--- src/rtl/core/lfpd_pkg.sv ---
// Shared types and constants for the line follower PD steering block.
// Self-contained; imported by line_follower_pd_steering.
`timescale 1ns / 1ps

package lfpd_pkg;

	localparam int SAMPLE_W = 12;
	localparam int TIME_W   = 32;
	localparam int GAIN_W   = 16;
	localparam int IVAL_W   = 16;
	localparam int ERR_W    = 4;
	localparam int DIFF_W   = 5;
	localparam int CORR_W   = 21;
	localparam int CFG_IDX_W  = 2;
	localparam int CFG_DATA_W = 16;

	// Input item kind, carried on s_tuser.
	typedef enum logic [1:0] {
		OP_SAMPLE = 2'd0,
		OP_START  = 2'd1,
		OP_STOP   = 2'd2,
		OP_UNUSED = 2'd3
	} op_t;

	// Configuration register indexes.
	typedef enum logic [CFG_IDX_W-1:0] {
		REG_THRESHOLD = 2'd0,
		REG_INTERVAL  = 2'd1,
		REG_PROP_GAIN = 2'd2,
		REG_DERIV_GAIN = 2'd3
	} reg_idx_t;

	localparam logic [SAMPLE_W-1:0] THRESHOLD_RST = 12'd2048;
	localparam logic [IVAL_W-1:0]   INTERVAL_RST  = 16'd10;

	// Line error codes.
	localparam logic signed [ERR_W-1:0] ERR_ZERO    = 4'sd0;
	localparam logic signed [ERR_W-1:0] ERR_POS_ONE = 4'sd1;
	localparam logic signed [ERR_W-1:0] ERR_NEG_ONE = -4'sd1;
	localparam logic signed [ERR_W-1:0] ERR_POS_THR = 4'sd3;
	localparam logic signed [ERR_W-1:0] ERR_NEG_THR = -4'sd3;
	localparam logic signed [ERR_W-1:0] ERR_POS_LOST = 4'sd5;
	localparam logic signed [ERR_W-1:0] ERR_NEG_LOST = -4'sd5;

endpackage

--- src/rtl/core/line_follower_pd_steering.sv ---
// Top level of the three-sensor line follower with PD steering correction.
// Depends on lfpd_pkg for widths, operation codes and register indexes.
`timescale 1ns / 1ps

// Usage:
// Items enter on the s_* stream: s_tuser carries the operation (sample,
// start or stop) and s_tdata the three reflectance samples and the
// millisecond timestamp. Each item gives exactly one result on the m_*
// stream: the steering correction, the line-seen flag and the armed flag,
// all taken after that item's update.
// An item passes first through the input register and then through the
// result register, whose valid flag drives m_tvalid, before its result
// can be transferred on the m_* stream to the receiver. The thresholding,
// the error mapping and both gain products fit between those two registers,
// so the block takes one item per clock cycle when the receiver keeps up.
// When the receiver stalls, the result register holds its data and the
// input register still takes one more item; after that s_tready drops
// until the result is taken.
// Reset clears the armed flag, the timestamp, the errors, the correction
// and all valid flags, and restores the register defaults (threshold 2048,
// interval 10 ms, both gains 0). The configuration port writes one
// register per cycle with cfg_we high; write it only while no item is in
// flight.
module line_follower_pd_steering
	import lfpd_pkg::*;
(
	input  logic                  clk,
	input  logic                  arst_n,
	// Slave stream.
	input  logic                  s_tvalid,
	output logic                  s_tready,
	input  logic [71:0]           s_tdata,  // left[11:0], mid[23:12], right[35:24], now_ms[67:36]
	input  logic [1:0]            s_tuser,  // operation[1:0]
	// Master stream.
	output logic                  m_tvalid,
	input  logic                  m_tready,
	output logic [23:0]           m_tdata,  // steer_correction[20:0], line_seen[21], following[22]
	// Configuration.
	input  logic                  cfg_we,
	input  logic [CFG_IDX_W-1:0]  cfg_index,
	input  logic [CFG_DATA_W-1:0] cfg_wdata
);

	// Configuration registers.
	logic [SAMPLE_W-1:0] threshold_q;
	logic [IVAL_W-1:0]   interval_q;
	logic [GAIN_W-1:0]   prop_gain_q;
	logic [GAIN_W-1:0]   deriv_gain_q;

	always_ff @(posedge clk or negedge arst_n) begin
		if (!arst_n) begin
			threshold_q  <= THRESHOLD_RST;
			interval_q   <= INTERVAL_RST;
			prop_gain_q  <= '0;
			deriv_gain_q <= '0;
		end else if (cfg_we) begin
			case (reg_idx_t'(cfg_index))
				REG_THRESHOLD:  threshold_q  <= cfg_wdata[SAMPLE_W-1:0];
				REG_INTERVAL:   interval_q   <= cfg_wdata[IVAL_W-1:0];
				REG_PROP_GAIN:  prop_gain_q  <= cfg_wdata[GAIN_W-1:0];
				REG_DERIV_GAIN: deriv_gain_q <= cfg_wdata[GAIN_W-1:0];
				default: ;
			endcase
		end
	end

	// Input register stage.
	logic                valid_s1;
	op_t                 op_s1;
	logic [SAMPLE_W-1:0] left_s1, mid_s1, right_s1;
	logic [TIME_W-1:0]   now_s1;

	// Result register.
	logic                out_valid_q;
	logic [CORR_W-1:0]   out_corr_q;
	logic                out_seen_q;
	logic                out_follow_q;

	logic adv;
	assign adv      = !out_valid_q || m_tready;
	assign s_tready = !valid_s1 || adv;

	always_ff @(posedge clk or negedge arst_n) begin
		if (!arst_n) begin
			valid_s1 <= 1'b0;
		end else if (s_tready) begin
			valid_s1 <= s_tvalid;
		end
	end

	always_ff @(posedge clk) begin
		if (s_tvalid && s_tready) begin
			op_s1    <= op_t'(s_tuser);
			left_s1  <= s_tdata[11:0];
			mid_s1   <= s_tdata[23:12];
			right_s1 <= s_tdata[35:24];
			now_s1   <= s_tdata[67:36];
		end
	end

	// Follower state.
	logic                      armed_q;
	logic [TIME_W-1:0]         last_upd_q;
	logic signed [ERR_W-1:0]   prev_err_q;
	logic signed [ERR_W-1:0]   older_err_q;
	logic signed [CORR_W-1:0]  corr_q;
	logic                      seen_q;

	// Update decision and error mapping.
	logic                     item_go;
	logic                     due;
	logic                     upd_go;
	logic [TIME_W-1:0]        elapsed;
	logic [2:0]               pat;
	logic signed [ERR_W-1:0]  err_new;
	logic signed [ERR_W-1:0]  older_new;
	logic signed [DIFF_W-1:0] diff;
	logic signed [CORR_W-1:0] p_term, d_term, corr_new;

	assign item_go = valid_s1 && adv;
	assign elapsed = now_s1 - last_upd_q;
	assign due     = elapsed >= {{(TIME_W-IVAL_W){1'b0}}, interval_q};
	assign upd_go  = item_go && (op_s1 == OP_SAMPLE) && armed_q && due;

	assign pat = {left_s1 > threshold_q, mid_s1 > threshold_q, right_s1 > threshold_q};

	always_comb begin
		case (pat)
			3'b010:  err_new = ERR_ZERO;
			3'b110:  err_new = ERR_NEG_ONE;
			3'b011:  err_new = ERR_POS_ONE;
			3'b100:  err_new = ERR_NEG_THR;
			3'b001:  err_new = ERR_POS_THR;
			3'b000:  err_new = (prev_err_q > ERR_ZERO) ? ERR_POS_LOST : ERR_NEG_LOST;
			default: err_new = prev_err_q;  // all three or the outer two: keep the error
		endcase
	end

	// A changed error pushes the previous one into the older slot.
	assign older_new = (err_new != prev_err_q) ? prev_err_q : older_err_q;
	assign diff      = DIFF_W'(err_new) - DIFF_W'(older_new);

	assign p_term   = $signed({{(CORR_W-GAIN_W){1'b0}}, prop_gain_q})
	                * $signed({{(CORR_W-ERR_W){err_new[ERR_W-1]}}, err_new});
	assign d_term   = $signed({{(CORR_W-GAIN_W){1'b0}}, deriv_gain_q})
	                * $signed({{(CORR_W-DIFF_W){diff[DIFF_W-1]}}, diff});
	assign corr_new = p_term + d_term;

	// Next-state values, also loaded into the result register.
	logic                     armed_d;
	logic signed [CORR_W-1:0] corr_d;
	logic                     seen_d;

	always_comb begin
		armed_d = armed_q;
		corr_d  = corr_q;
		seen_d  = seen_q;
		if (item_go) begin
			case (op_s1)
				OP_START: armed_d = 1'b1;
				OP_STOP: begin
					armed_d = 1'b0;
					corr_d  = '0;
				end
				OP_SAMPLE: begin
					if (upd_go) begin
						corr_d = corr_new;
						seen_d = |pat;
					end
				end
				default: ;
			endcase
		end
	end

	always_ff @(posedge clk or negedge arst_n) begin
		if (!arst_n) begin
			armed_q     <= 1'b0;
			last_upd_q  <= '0;
			prev_err_q  <= ERR_ZERO;
			older_err_q <= ERR_ZERO;
			corr_q      <= '0;
			seen_q      <= 1'b0;
		end else begin
			armed_q <= armed_d;
			corr_q  <= corr_d;
			seen_q  <= seen_d;
			if (item_go && op_s1 == OP_START) begin
				last_upd_q <= now_s1;
			end
			if (upd_go) begin
				last_upd_q  <= now_s1;
				prev_err_q  <= err_new;
				older_err_q <= older_new;
			end
		end
	end

	always_ff @(posedge clk or negedge arst_n) begin
		if (!arst_n) begin
			out_valid_q <= 1'b0;
		end else if (adv) begin
			out_valid_q <= valid_s1;
		end
	end

	always_ff @(posedge clk) begin
		if (item_go) begin
			out_corr_q   <= corr_d;
			out_seen_q   <= seen_d;
			out_follow_q <= armed_d;
		end
	end

	assign m_tvalid = out_valid_q;
	assign m_tdata  = {1'b0, out_follow_q, out_seen_q, out_corr_q};

	// While disarmed the correction stays cleared.
	a_disarmed_zero: assert property (@(posedge clk) disable iff (!arst_n)
		!armed_q |-> corr_q == '0)
		else $error("correction nonzero while disarmed");

	// Only the mapped error codes can be stored.
	a_err_codes: assert property (@(posedge clk) disable iff (!arst_n)
		prev_err_q == ERR_ZERO || prev_err_q == ERR_POS_ONE || prev_err_q == ERR_NEG_ONE ||
		prev_err_q == ERR_POS_THR || prev_err_q == ERR_NEG_THR ||
		prev_err_q == ERR_POS_LOST || prev_err_q == ERR_NEG_LOST)
		else $error("previous error outside the mapped codes");

	// The two tracked errors differ once any change has happened.
	a_err_distinct: assert property (@(posedge clk) disable iff (!arst_n)
		prev_err_q != older_err_q || prev_err_q == ERR_ZERO)
		else $error("older error equals previous error");

	// An item leaving the input stage always lands in the result register.
	a_result_loaded: assert property (@(posedge clk) disable iff (!arst_n)
		item_go |=> out_valid_q)
		else $error("item lost between stages");

	// A stop item reports disarmed with a cleared correction.
	a_stop_result: assert property (@(posedge clk) disable iff (!arst_n)
		(item_go && op_s1 == OP_STOP) |=> (!out_follow_q && out_corr_q == '0))
		else $error("stop result not cleared");

endmodule
--- config.mk ---
export PLATFORM = sky130hd
export DESIGN_NAME = line_follower_pd_steering
export DESIGN_NICKNAME = d
export VERILOG_FILES = /design/src/rtl/core/lfpd_pkg.sv /design/src/rtl/core/line_follower_pd_steering.sv
export SDC_FILE = /design/constraint.sdc
export NUM_CORES = 1
export LEC_CHECK = 0
export BUFFER_PORTS_ARGS = -buffer_cell sky130_fd_sc_hd__clkbuf_2
export CORE_MARGIN = 5
export CORE_UTILIZATION = 40
export CTS_CLUSTER_SIZE = 40
export DETAILED_ROUTE_END_ITERATION = 16
export HOLD_SLACK_MARGIN = 0.15
export SYNTH_ARGS = -nofsm -noshare
export SYNTH_HDL_FRONTEND = slang
export SYNTH_SLANG_ARGS = --single-unit
--- constraint.sdc ---
create_clock -name clk -period 15.1 [get_ports clk]
set_clock_uncertainty 0.15 [all_clocks]
set_input_delay 0.755 -clock clk [delete_from_list [all_inputs] [get_ports clk]]
set_output_delay 0.755 -clock clk [all_outputs]
set_load 0.01 [all_outputs]
* After elaboration in Yosys (flattened, before gate mapping) *
Index checks and enable logic that the tools add are counted.

word-level totals
  word-level logic and storage cells = 73
  ROM bits = 0
  memories = 0
  memory bits (writable) = 0
  flip-flop bits (word level) = 218
  bits in latches = 0

operators by class
  muxes and demuxes = 13
  shift operators = 0
  divide/modulo/power cells = 0
  reductions and logical operators = 19
  $mul = 2
  add/sub/neg operators = 3
  bitwise gates (word level) = 0
  magnitude comparators = 5
  equality and inequality tests = 11

operators with widths
  cell                                                            number
  two-way mux 32 bit                                              2
  two-way mux 21 bit                                              2
  one-hot mux 21 bit (2 select lines)                             1
  greater-than comparator 12 bit                                  3
  greater-or-equal comparator 32 x 16 -> 1 bit                    1
  subtractor 32 bit                                               1
  one-hot mux 4 bit (6 select lines)                              1
  adder 21 bit                                                    1
  multiplier 17 x 4 -> 21 bit                                     1
  multiplier 17 x 5 -> 21 bit                                     1
  two-way mux 4 bit                                               2
  AND reduction 2 bit                                             4
  == test 2 bit (second input constant)                           3
  == test 3 x 2 -> 1 bit (second input constant)                  2
  == test 3 bit (second input constant)                           2
  logical AND 1 bit                                               6
  subtractor 4 x 4 -> 5 bit                                       1
  == test 2 x 1 -> 1 bit (second input constant)                  2
  greater-than comparator 4 x 1 -> 1 bit (second input constant)  1
  logical NOT 2 bit                                               2
  two-way mux 1 bit                                               4
  != test 4 bit                                                   1
  == test 3 x 1 -> 1 bit (second input constant)                  1
  logical NOT 3 bit                                               1
  other kinds (5)                                                 7

* Logic depth before layout (Yosys ltp) *
  depth in word-level cells = 11
  gate-level depth with buffers = 38
  mapped depth without buffers = 37

* Worst setup path before layout *
OpenSTA, ideal clock, no wires.

  kind = reg-to-reg
  start = register threshold_q[6]
  end = register out_corr_q[20], data pin
  stages on the path, launching flop included = 38
  data arrival time = 9.279 ns
  path slack = 5.410 ns
  period minus slack after synthesis = 9.690 ns
  library setup time = 0.260 ns
  cell sequence = dfrtp_1 > inv_1 > ha_1 > and3_1 > a221o_1 > a221o_1 > o21a_1 > clkbuf_1 > or3_1 > o211ai_1 > o21ai_1 > a21oi_1 > mux2_2 > ha_1 > fa_1 > nor2b_1 > nor3_1 > mux2i_1 > [2 not listed] > fa_1 > fa_1 > inv_1 > fa_1 > inv_1 > fa_1 > inv_1 > ha_1 > a21oi_1 > a2bb2oi_1 > a21oi_1 > o21a_1 > a311o_1 > nand2_1 > a211oi_1 > o31ai_1 > xnor2_1 > a22o_1

between the ends
  word-level cells in the longest chain between the ends = 11
  elaborated cells on any way between the ends = 19

RTL lines
  item                                                  line                              source
  from (decl)                                           line_follower_pd_steering.sv:45   logic [SAMPLE_W-1:0] threshold_q;
  from (signal assigned)                                line_follower_pd_steering.sv:58   REG_THRESHOLD: threshold_q <= cfg_wdata[SAMPLE_W-1:0];
  greater-than comparator 12 bit                        line_follower_pd_steering.sv:125  assign pat = {left_s1 > threshold_q, mid_s1 > threshold_q, right_s1 > threshold_q};
  == test 3 x 1 -> 1 bit, or another cell as far along  line_follower_pd_steering.sv:128  case (pat)
  one-hot mux 4 bit (6 select lines) (*)                line_follower_pd_steering.sv:128
  != test 4 bit (*)                                     line_follower_pd_steering.sv:140  assign older_new = (err_new != prev_err_q) ? prev_err_q : older_err_q;
  two-way mux 4 bit (*)                                 line_follower_pd_steering.sv:140
  net older_new[0]                                      line_follower_pd_steering.sv:116  logic signed [ERR_W-1:0] older_new;
  subtractor 4 x 4 -> 5 bit (*)                         line_follower_pd_steering.sv:141  assign diff = DIFF_W'(err_new) - DIFF_W'(older_new);
  multiplier 17 x 5 -> 21 bit (*)                       line_follower_pd_steering.sv:146  * $signed({{(CORR_W-DIFF_W){diff[DIFF_W-1]}}, diff});
  adder 21 bit (*)                                      line_follower_pd_steering.sv:147  assign corr_new = p_term + d_term;
  two-way mux 21 bit (*)                                line_follower_pd_steering.sv:166  if (upd_go) begin
  one-hot mux 21 bit (2 select lines) (*)               line_follower_pd_steering.sv:159  case (op_s1)
  two-way mux 21 bit (*)                                line_follower_pd_steering.sv:158  if (item_go) begin
  net corr_d[20]                                        line_follower_pd_steering.sv:151  logic signed [CORR_W-1:0] corr_d;
  to (signal assigned)                                  line_follower_pd_steering.sv:209  out_corr_q <= corr_d;
  to (decl)                                             line_follower_pd_steering.sv:75   logic [CORR_W-1:0] out_corr_q;

Mark *: on every way through the listed nets, which the timed path passes. The rest lies on a longest branch.
A chain may end at the register's enable or synchronous reset.

* Final worst setup path *
  start = register threshold_q[5]
  end = register out_corr_q[20], data pin

The elaborated chain is that of the path after synthesis.

==> results_dict.tcl <==
set metrics [dict create \
    status "finished clean" \
    root_buffer "clkbuf_16" \
    grt_max_degree 71 \
    slowest_delay_ns 0.93 \
    die_height_um 213.6 \
    crit_top_cell "fa_1" \
    grt_setup_unrepaired "no" \
    fin_crit_sh 0.6912 \
    grt_overflow_total 0 \
    cp-startpoint "threshold_q[5]$_DFFE_PN0P_" \
    hold_class "in2reg" \
    die-area_um2 45620 \
    path_class "reg2reg" \
    r2r-start "threshold_q[5]$_DFFE_PN0P_" \
    crit_path_top_delay_cell "fa_1" \
    end_kind "register" \
    grt_pass1_vias 12180 \
    worst_pin_slew_ns 0.8256 \
    numCtsBuffers 27 \
    dp_hpwl_um 29290 \
    avgSynthCellArea_um2 10.03 \
    synth_edf_count 93 \
    die_x_um 213.6 \
    wirelength_um 38280 \
    async_flop_share 0.5734 \
    setup_viol 0 \
    drtIter0Drc 513 \
    vias_per_cell 5.219 \
    cts_resized 0 \
    rr_worst_depth 34 \
    ys.flop_type "dfrtp_1" \
    ant_nets 0 \
    ys_seq_elements 218 \
    slew_headroom 0.4479 \
    final_cell_area_um2 18670 \
    syn-cell-area_um2 16580 \
    clk_pin_slew_ns 0.06 \
    num-nets-final 2098 \
    postSynthCellCount 1653 \
    first_pass_iters 5 \
    final_hold_viol_count 0 \
    io_pins 123 \
    path_max_fanout 16 \
    fmax_mhz 95.82 \
    setup_tns_ns 0 \
    yosysSeqAreaShare 0.3574 \
    grt_usage 0.1690 \
    rows 74 \
    cts_tree "built" \
    grt_first_pass_wirelength_um 62820 \
    core_area_um2 40920 \
    dr_total_vias 12040 \
    area_growth_pct 12.62 \
    wl_per_cell_um 16.59 \
    worstSkewPairLatency_ns 0.57 \
    worstSetupEndpoint "out_corr_q[20]$_DFFE_PP_" \
    clockBufferDepth 3 \
    fillers 3893 \
    placed_area_um2 17690 \
    drc 0 \
    crit_path_start_kind "register" \
    synthDistinctLibCells 71 \
    cts_num_sinks 218 \
    finalMaxSlewViolations 0 \
    period_needed_ns 10.44 \
    final_core_util 0.4562 \
    antenna_found_initial 3 \
    drive_gt1_frac 0.1410 \
    portBuffers 117 \
    htree_levels 1 \
    r2r_end "out_corr_q[20]$_DFFE_PP_" \
    maxCapViolCount 0 \
    yosys_warnings 0 \
    syn_nets 1999 \
    worstPathRequired_ns 15.26 \
    cp.arrival_ns 10.59 \
    r2r_slack_ns 4.66 \
    gp_congestion 0.8516 \
    start_util 0.4051 \
]
-- worst min path at each step --
stage,from,endpoint,cells past startpoint
after floorplan,older_err_q[0]$_DFFE_PN0P_,older_err_q[0]$_DFFE_PN0P_,1
after global placement,older_err_q[1]$_DFFE_PN0P_,older_err_q[1]$_DFFE_PN0P_,1
after detailed placement,older_err_q[0]$_DFFE_PN0P_,older_err_q[0]$_DFFE_PN0P_,1
after CTS,s_tdata[43],now_s1[7]$_DFFE_PP_,1
after global routing,s_tdata[41],now_s1[5]$_DFFE_PP_,1
final,s_tdata[43],now_s1[7]$_DFFE_PP_,1
-- layout by cell type, fill, tap and decap left out, types with 50 or more instances in the layout --
master / n
inv_1: 211
ha_1: 139
nor2_1: 134
nand2_1: 128
dfrtp_1: 122
clkbuf_2: 116
fa_1: 109
edfxtp_1: 93
a21oi_1: 70
mux2_2: 53
nand3_1: 50
-- logic make-up (layout without fill, tap and decap cells) --
group                      count (synthesis)  after routing  share of synthesized area
AOI/OAI and AO/OA                        276            276                     0.1107
xor gates and xnor gates                  36             36                    0.01902
adders and majority gates                249            249                     0.2373
buffers and inverters                    273            393                    0.06302
DFF                                      218            218                     0.3574
muxes                                    100            100                    0.06468
other                                      1              3                  0.0002262
and+or+nand+nor                          500            500                     0.1477
-- flip-flops by register name, summed over array words and instances (netlist names), 16 cells and up --
| signal | cells |
|---|---|
| last_upd_q | 32 |
| now_s1 | 32 |
| interval_q | 16 |
| out_corr_q | 21 |
| prop_gain_q | 16 |
| deriv_gain_q | 16 |
| corr_q | 21 |
-- critical path, delay by kind of cell, from the launching register on --
family	cells	cell delay, ns
multiplexers	1	0.39
adder cells (fa/ha/maj)	9	4.27
buffers and inverters	5	0.36
AND/OR/NAND/NOR	4	0.93
AO/OA/AOI/OAI	14	3.56
flip-flops	1	0.36
XOR/XNOR	1	0.12
-- layer usage --
layer | vias up | global-route usage | wire [um]
li1 | 5878 | - | -
met1 | 5875 | 0.2380 | 18080
met2 | 222 | 0.2732 | 17420
met3 | 62 | 0.03072 | 1738
met4 | 4 | 0.04189 | 1011
met5 | - | 0 | 23
-- cell usage after synthesis, types with 3 or more instances --
cell / number / area [um^2]
and4_1: 6 / 52.55
nand3b_1: 4 / 30.03
a211oi_1: 9 / 67.56
clkbuf_1: 53 / 198.9
o31ai_1: 3 / 22.52
a32o_1: 4 / 40.04
ha_1: 140 / 1752
nor3_1: 16 / 80.08
dfstp_2: 3 / 78.83
o21a_1: 15 / 112.6
xnor2_1: 29 / 254.0
a221o_1: 6 / 60.06
a22o_1: 18 / 157.7
a2111oi_0: 4 / 35.03
inv_1: 212 / 795.8
or3_1: 8 / 50.05
and2_1: 41 / 256.5
nand2_1: 128 / 480.5
a221oi_1: 4 / 35.03
edfxtp_1: 93 / 2793
buf_4: 4 / 30.03
a31oi_1: 35 / 219.0
nand3_1: 50 / 250.2
fa_1: 109 / 2182
o21ai_0: 43 / 215.2
nor2_1: 134 / 503.0
buf_2: 4 / 20.02
nand2b_1: 7 / 43.79
o211ai_1: 17 / 127.6
mux2i_1: 43 / 430.4
o221ai_1: 3 / 26.28
mux2_2: 53 / 596.8
dfrtp_1: 122 / 3053
xor2_1: 7 / 61.31
nand4_1: 9 / 56.30
a21o_1: 17 / 127.6
nor2b_1: 41 / 256.5
and3_1: 38 / 237.7
or2_2: 8 / 50.05
a21oi_1: 70 / 350.3
o22ai_1: 3 / 18.77
mux2_1: 4 / 45.04
-- what timing repair did --
item                                    CTS  global route
hold buffers                              1             0
hold endpoints to repair                 66             0
buffers inserted                          0             0
endpoints found under the setup margin    0             0
-- layout make-up --
class | count | area, um^2 | share of cell area
timing repair buffer | 131 | 699.4 | 0.03746
inverter | 212 | 797.0 | 0.04269
multi-input combinational | 1162 | 9618 | 0.5151
clock inverter | 9 | 120.1 | 0.006433
clock buffer | 41 | 840.8 | 0.04503
tap | 532 | 665.6 | 0.03565
sequential | 218 | 5924 | 0.3173
antenna | 2 | 5.005 | 0.0002681
-- through the flow --
stage                     worst slack (ns)  hold WS [ns]  cells
final                                4.663        0.2001   2307
after detailed placement             4.643        0.3281   2254
after CTS                            4.603        0.1543   2305
after floorplan                      5.410        0.3022   1653
after global routing                 4.103        0.1724   2305
after global placement               4.725        0.3143   2254
Power is not shown: default switching activity piles up to over one toggle a cycle in this logic, so the estimate is an artifact.
